===== src/hdl/tpid_pkg.sv =====
// Shared widths, command codes and control structs for the two-axis PID block.
// Used by the controller, the datapath, the divider and the top level.
package tpid_pkg;

  localparam int POS_W    = 26;
  localparam int ERR_W    = 27;
  localparam int DIFF_W   = 28;
  localparam int DT_W     = 16;
  localparam int GAIN_W   = 32;
  localparam int RL_W     = 24;
  localparam int INT_W    = 48;
  localparam int RATE_W   = 48;
  localparam int LIM_W    = 21;
  localparam int MUL_W    = 57;
  localparam int ACC_W    = 60;
  localparam int Q_SHIFT  = 24;
  localparam int XH_W     = INT_W - Q_SHIFT;
  localparam int DIV_NW   = 57;
  localparam int DIV_DW   = 20;
  localparam int DIV_CW   = 6;
  localparam int CFG_IW   = 3;
  localparam int CFG_DW   = 32;
  localparam int FLAG_W   = 2;

  localparam logic [DIV_DW-1:0] US_PER_S = 20'd1000000;

  // register indexes
  localparam logic [CFG_IW-1:0] REG_AZ_KP  = 3'd0;
  localparam logic [CFG_IW-1:0] REG_AZ_KI  = 3'd1;
  localparam logic [CFG_IW-1:0] REG_AZ_KD  = 3'd2;
  localparam logic [CFG_IW-1:0] REG_ALT_KP = 3'd3;
  localparam logic [CFG_IW-1:0] REG_ALT_KI = 3'd4;
  localparam logic [CFG_IW-1:0] REG_ALT_KD = 3'd5;
  localparam logic [CFG_IW-1:0] REG_RATE   = 3'd6;

  // limit flags
  localparam logic [FLAG_W-1:0] LIM_NONE  = 2'd0;
  localparam logic [FLAG_W-1:0] LIM_UPPER = 2'd1;
  localparam logic [FLAG_W-1:0] LIM_LOWER = 2'd2;

  // datapath operations
  localparam int OP_W = 4;
  localparam logic [OP_W-1:0] OP_NONE      = 4'd0;
  localparam logic [OP_W-1:0] OP_LOAD      = 4'd1;
  localparam logic [OP_W-1:0] OP_CLEAR     = 4'd2;
  localparam logic [OP_W-1:0] OP_LIM_GO    = 4'd3;
  localparam logic [OP_W-1:0] OP_LIM_TAKE  = 4'd4;
  localparam logic [OP_W-1:0] OP_ERR       = 4'd5;
  localparam logic [OP_W-1:0] OP_RATE_GO   = 4'd6;
  localparam logic [OP_W-1:0] OP_RATE_TAKE = 4'd7;
  localparam logic [OP_W-1:0] OP_MUL_LO    = 4'd8;
  localparam logic [OP_W-1:0] OP_MUL_HI    = 4'd9;
  localparam logic [OP_W-1:0] OP_MUL_SUM   = 4'd10;
  localparam logic [OP_W-1:0] OP_I_TAKE    = 4'd11;
  localparam logic [OP_W-1:0] OP_FIN       = 4'd12;
  localparam logic [OP_W-1:0] OP_OUT       = 4'd13;

  // multiply term select
  localparam logic [1:0] MUL_P = 2'd0;
  localparam logic [1:0] MUL_D = 2'd1;
  localparam logic [1:0] MUL_I = 2'd2;

  typedef struct packed {
    logic [OP_W-1:0] op;
    logic            ax;
    logic [1:0]      msel;
  } dp_cmd_t;

  typedef struct packed {
    logic div_done;
    logic out_free;
  } dp_stat_t;

endpackage


===== src/hdl/tpid_ctrl.sv =====
// Controller: sequences limit, per-axis error, derivative divide, the three
// gain multiplies, the integral divide and the output transfer, or a clear. Depends on tpid_pkg.
module tpid_ctrl (
  input  logic               clk,
  input  logic               rst,
  input  logic               in_valid,
  input  logic               in_cmd,
  output logic               in_stall,
  input  tpid_pkg::dp_stat_t stat,
  output tpid_pkg::dp_cmd_t  cmd_out
);

  localparam logic [3:0] S_IDLE   = 4'd0;
  localparam logic [3:0] S_LSTART = 4'd1;
  localparam logic [3:0] S_LWAIT  = 4'd2;
  localparam logic [3:0] S_ERR    = 4'd3;
  localparam logic [3:0] S_RSTART = 4'd4;
  localparam logic [3:0] S_RWAIT  = 4'd5;
  localparam logic [3:0] S_ML     = 4'd6;
  localparam logic [3:0] S_MH     = 4'd7;
  localparam logic [3:0] S_MS     = 4'd8;
  localparam logic [3:0] S_IWAIT  = 4'd9;
  localparam logic [3:0] S_FIN    = 4'd10;
  localparam logic [3:0] S_OUT    = 4'd11;

  logic [3:0] state, state_next;
  logic       ax, ax_next;
  logic [1:0] msel, msel_next;
  logic [tpid_pkg::OP_W-1:0] op;

  assign in_stall     = (state != S_IDLE);
  assign cmd_out.op   = op;
  assign cmd_out.ax   = ax;
  assign cmd_out.msel = msel;

  always_comb begin
    state_next = state;
    ax_next    = ax;
    msel_next  = msel;
    op         = tpid_pkg::OP_NONE;
    unique case (state)
      S_IDLE: begin
        if (in_valid) begin
          if (in_cmd) begin
            op = tpid_pkg::OP_CLEAR;
          end else begin
            op         = tpid_pkg::OP_LOAD;
            state_next = S_LSTART;
          end
        end
      end
      S_LSTART: begin
        op         = tpid_pkg::OP_LIM_GO;
        state_next = S_LWAIT;
      end
      S_LWAIT: begin
        if (stat.div_done) begin
          op         = tpid_pkg::OP_LIM_TAKE;
          ax_next    = 1'b0;
          state_next = S_ERR;
        end
      end
      S_ERR: begin
        op         = tpid_pkg::OP_ERR;
        state_next = S_RSTART;
      end
      S_RSTART: begin
        op         = tpid_pkg::OP_RATE_GO;
        state_next = S_RWAIT;
      end
      S_RWAIT: begin
        if (stat.div_done) begin
          op         = tpid_pkg::OP_RATE_TAKE;
          msel_next  = tpid_pkg::MUL_P;
          state_next = S_ML;
        end
      end
      S_ML: begin
        op         = tpid_pkg::OP_MUL_LO;
        state_next = S_MH;
      end
      S_MH: begin
        op         = tpid_pkg::OP_MUL_HI;
        state_next = S_MS;
      end
      S_MS: begin
        op = tpid_pkg::OP_MUL_SUM;
        priority if (msel == tpid_pkg::MUL_P) begin
          msel_next  = tpid_pkg::MUL_D;
          state_next = S_ML;
        end else if (msel == tpid_pkg::MUL_D) begin
          msel_next  = tpid_pkg::MUL_I;
          state_next = S_ML;
        end else begin
          state_next = S_IWAIT;
        end
      end
      S_IWAIT: begin
        if (stat.div_done) begin
          op         = tpid_pkg::OP_I_TAKE;
          state_next = S_FIN;
        end
      end
      S_FIN: begin
        op = tpid_pkg::OP_FIN;
        if (!ax) begin
          ax_next    = 1'b1;
          state_next = S_ERR;
        end else begin
          state_next = S_OUT;
        end
      end
      S_OUT: begin
        if (stat.out_free) begin
          op         = tpid_pkg::OP_OUT;
          state_next = S_IDLE;
        end
      end
      default: state_next = S_IDLE;
    endcase
  end

  always_ff @(posedge clk) begin
    if (rst) begin
      state <= S_IDLE;
      ax    <= 1'b0;
      msel  <= tpid_pkg::MUL_P;
    end else begin
      state <= state_next;
      ax    <= ax_next;
      msel  <= msel_next;
    end
  end

`ifndef NO_ASSERTIONS
  a_done_in_wait: assert property (@(posedge clk) disable iff (rst)
    stat.div_done |-> (state == S_LWAIT || state == S_RWAIT || state == S_IWAIT))
    else $error("divider finished outside a wait state");
  a_out_to_idle: assert property (@(posedge clk) disable iff (rst)
    (state == S_OUT && stat.out_free) |=> state == S_IDLE)
    else $error("result transfer did not return to idle");
  a_sample_starts: assert property (@(posedge clk) disable iff (rst)
    (state == S_IDLE && in_valid && !in_cmd) |=> state == S_LSTART)
    else $error("control sample not started");
  a_second_axis: assert property (@(posedge clk) disable iff (rst)
    (state == S_FIN && !ax) |=> (state == S_ERR && ax))
    else $error("altitude axis not sequenced after azimuth");
`endif

endmodule


===== config.mk =====
export PLATFORM = sky130hd
export DESIGN_NAME = tpid_ctrl
export DESIGN_NICKNAME = d
export VERILOG_FILES = /design/src/hdl/tpid_pkg.sv /design/src/hdl/tpid_ctrl.sv
export SDC_FILE = /design/constraint.sdc
export NUM_CORES = 1
export LEC_CHECK = 0
export BUFFER_PORTS_ARGS = -buffer_cell sky130_fd_sc_hd__buf_2
export CORE_UTILIZATION = 25
export CTS_CLUSTER_SIZE = 28
export DETAILED_ROUTE_END_ITERATION = 7
export GPL_ROUTABILITY_DRIVEN = 0
export PLACE_DENSITY = 0.52
export SYNTH_ARGS = -nofsm -noshare
export SYNTH_HDL_FRONTEND = slang
export SYNTH_SLANG_ARGS = --single-unit

===== constraint.sdc =====
create_clock -name clk -period 3.2 [get_ports clk]
set_clock_uncertainty 0.15 [all_clocks]
set_input_delay 0.48 -clock clk [delete_from_list [all_inputs] [get_ports clk]]
set_output_delay 0.48 -clock clk [all_outputs]
set_load 0.02 [all_outputs]

# After elaboration in Yosys (flattened, before gate mapping)
# Index checks and enable logic that the tools add are counted.
# op_classes
n_eq_ne,19
n_mux,23
n_reduce_logical,8
# op_table
operator,count
$pmux W4 S12,2
$mux W4,11
$eq A4 B3 Y1 const B,4
$eq A4 B4 Y1 const B,4
$ne A2 B2 Y1 const B,6
$mux W2,5
$eq A4 B2 Y1 const B,2
$mux W3,2
$reduce_and A6 Y1,1
$eq A4 B1 Y1 const B,1
$logic_not A4 Y1,1
$pmux W2 S2,1
$reduce_bool A2 Y1,2
$reduce_bool A4 Y1,1
$ne A3 B3 Y1 const B,1
$reduce_and A3 Y1,1
$eq A2 B1 Y1 const B,1
$logic_not A2 Y1,1
$pmux W1 S2,1
$reduce_and A2 Y1,1
$mux W1,1
# totals
ff_bits,7
input_bits,6
out_inout_bits,8
word_cells,53

# Logic depth before layout (Yosys ltp)
# depth
depth_word,4
mapped_depth,6
depth_no_buf,4

# Worst setup path after synthesis
# Ideal clock, no wire load.
# synth_timing
path_type,register -> output
start,register state[2]
end,output port cmd_out[4] (netlist name)
arrival_ps,1334
t_required_ps,2570
path_slack_ps,1236
stages_incl_launch_ff,4
path_cell_list,dfxtp_1 nor2b_1 o21ai_0 o21ai_0
# synth_rtl
element,line_no,rtl
from (decl),tpid_ctrl.sv:26,"logic [3:0] state, state_next;"
from (signal assigned),tpid_ctrl.sv:129,state <= state_next;
to (decl),tpid_ctrl.sv:10,output tpid_pkg::dp_cmd_t cmd_out

==> results.json <==
{
  "drtAntennaViolNets": 0,
  "endpoint_kind": "output port",
  "dr_wl_met3_um": 54,
  "insertion_delay_ns": 0.25,
  "clock-sinks": 7,
  "utilization_pct": 30.50,
  "synth_top_area_share_pct": 22.31,
  "critPathLaunchType": "flop",
  "worst_pin_slew_ns": 0.6549,
  "crit_start": "state[2]",
  "avgSynthCellArea_sq_um": 7.220,
  "hold_path_class": "in -> reg",
  "relSlewSlack_pct": 56.28,
  "finalSetupTns_ns": 0,
  "start_util_pct": 27.34,
  "area_growth_pct": 11.55,
  "row_count": 17,
  "cp_slowest_cell": "dfxtp_1",
  "crit_chain": "nor2b_1 -> o21ai_0 -> o21ai_0 -> buf_2",
  "grt_pass1_wl_um": 2449,
  "clk_pin_slew_ns": 0.05,
  "post_cts_resized": 0,
  "num_io_pins": 14,
  "final_cell_mix": "13 x buf_2, 12 x nor2_1, 8 x a21oi_1",
  "final-hold-violation-count": 0,
  "syn_area_sq_um": 628.1,
  "rsz0062_at_grt": "false",
  "report.final.slew_viol_count": 0,
  "slowest_delay_ns": 0.62,
  "endpoint": "cmd_out[4]",
  "cp_common_cell": "o21ai_0",
  "vias_per_cell": 5.081,
  "yosysTopAreaCell": "dfxtp_1",
  "drt_first_pass_iters": 4,
  "die_x_um": 52.13,
  "drc": 0,
  "fin_nets": 103,
  "drt-met1-wl_um": 725,
  "wl_um": 1438,
  "worstReg2RegEnd": "state[1]",
  "worstSetupPathType": "reg -> out",
  "status": "finished, final reports clean",
  "cts_tree": "built",
  "fin_crit_sh_pct": 75.00,
  "synth_area_leaders": "dfxtp_1 22%, nor2_1 7.2%, a21oi_1 6.4%",
  "dpl.hpwl_um": 993.8,
  "die_area_sq_um": 2717,
  "root_buffer": "clkbuf_4",
  "drt_iter0_markers": 7,
  "setup_viol": 0,
  "ys_types": 36,
  "diodes": 0,
  "min_period_ns": 2.400,
  "routed.top_layer": "met4",
  "h-tree-depth": 1,
  "dpl_cell_area_sq_um": 674.4,
  "vias": 630,
  "yosysWarnings": 0,
  "grt_start_max_net_pins": 22,
  "rrSetupSlack_ns": 1.32,
  "wl_per_cell_um": 11.60,
  "stdcell_area_sq_um": 700.7,
  "antenna_found_initial": 0,
  "fp.dieH_um": 52.13,
  "grt_pass1_vias": 560,
  "ys_ff_latch": 7,
  "powerDensity_nw_per_um2": 684.1,
  "max_freq_mhz": 416.7,
  "yosysSeqAreaShare_pct": 22.31,
  "fp.coreArea_sq_um": 2297,
  "port_buffers": 13,
  "irDropWorstVdd_mv": 0.2252,
  "cts_made_buffers": 3,
  "dr_wl_met2_um": 633,
  "mostFrequentLayoutCell": "buf_2",
  "required_ns": 2.57,
  "layout-drive-gt1-share_pct": 18.75,
  "synth_fp_nets": 93,
  "clockBufferDepth": 2,
  "globalRouteTotalUtil_pct": 12.42,
  "grt_overflow": 0,
  "cts_setup_buffers": 0,
  "p_leak_uw": 0.0002595,
  "max_cap_violations": 0,
  "synthCells": 87,
  "r2r-start": "state[1]",
  "fillCellCount": 268,
  "crit_fanout": 17,
  "r2r_cells": 4,
  "arrival_ns": 1.77,
  "holdBufCountCts": 0
}
==> area by class of cell <==
class,count,area (sq um),share of cell area (%)
inverter,3,11.26,1.607
timing repair buffer,13,65.06,9.286
tap,28,35.03,5.000
clock buffer,4,26.28,3.750
multi-input combinational,69,422.9,60.36
sequential,7,140.1,20.00
==> Yosys cell counts <==
library cell / n
nor2b_1: 4
a21boi_0: 1
o22ai_1: 2
o311ai_0: 1
a21boi_1: 1
nor4_2: 1
or3b_1: 1
clkbuf_1: 1
inv_1: 3
buf_2: 3
nand4b_1: 1
nand3b_1: 4
nor3_1: 2
a22oi_1: 2
o211ai_1: 1
nand2b_1: 3
mux2i_1: 2
dfxtp_1: 7
a32oi_2: 1
nor2_1: 12
nor3b_1: 1
and2b_1: 1
a311oi_1: 1
nand2_1: 5
and3b_1: 1
buf_6: 2
nand3_1: 2
clkbuf_2: 1
o21bai_1: 1
a21oi_1: 8
or2_0: 1
o21ai_0: 6
buf_4: 1
a32oi_1: 1
a31oi_1: 1
o22a_1: 1
==> worst max-delay path, delay by kind of cell, from the launching register on <==
family	cells	cell delay (ns)
flops	1	0.62
simple gates	1	0.43
buf+inv	1	0.18
compound gates	2	0.29
==> flip-flops by register name, indices dropped and copies added, names as in the netlist <==
name	count
ax	1
msel	2
state	4
==> per-stage QoR <==
stage,hold WS (ns),power (uW),setup WS (ns),instances
3_5_place_dp,0.3436,398.6,1.090,120
6_report,0.3338,479.3,0.8001,124
2_1_floorplan,0.3380,357.7,1.236,87
3_3_place_gp,0.3296,398.7,1.127,120
5_1_grt,0.3498,523.2,0.6243,124
4_1_cts,0.3282,483.2,0.8034,124
==> routing by layer <==
layer / up-vias / GRT usage, %
li1: 332 / -
met1: 281 / 16.32
met2: 13 / 17.95
met3: 4 / 3.509
met4: 0 / 6.757
met5: - / 0
==> how the worst min path moves through the flow <==
| stage | to | cells past startpoint | start |
|---|---|---|---|
| after floorplan | ax | 2 | ax |
| after global placement | msel[0] | 2 | msel[0] |
| after detailed placement | msel[0] | 2 | msel[0] |
| after CTS | msel[0] | 2 | rst |
| after global routing | msel[0] | 2 | rst |
| final | state[2] | 2 | rst |
==> cell families after synthesis <==
family / count (synthesis) / share of synthesized area, %
flip-flops: 7 / 22.31
buffers and inverters: 11 / 10.36
AO/OA/AOI/OAI: 28 / 29.49
AND/OR/NAND/NOR: 39 / 34.66
multiplexers: 2 / 3.187
==> report_power, final <==
part	switching, uW	leakage [uW]	internal, uW
Clock	34.5	0.0000150	47.7
Sequential	58.2	0.0000567	100
Combinational	133	0.000188	106
Power figures use the tool's default switching activity.
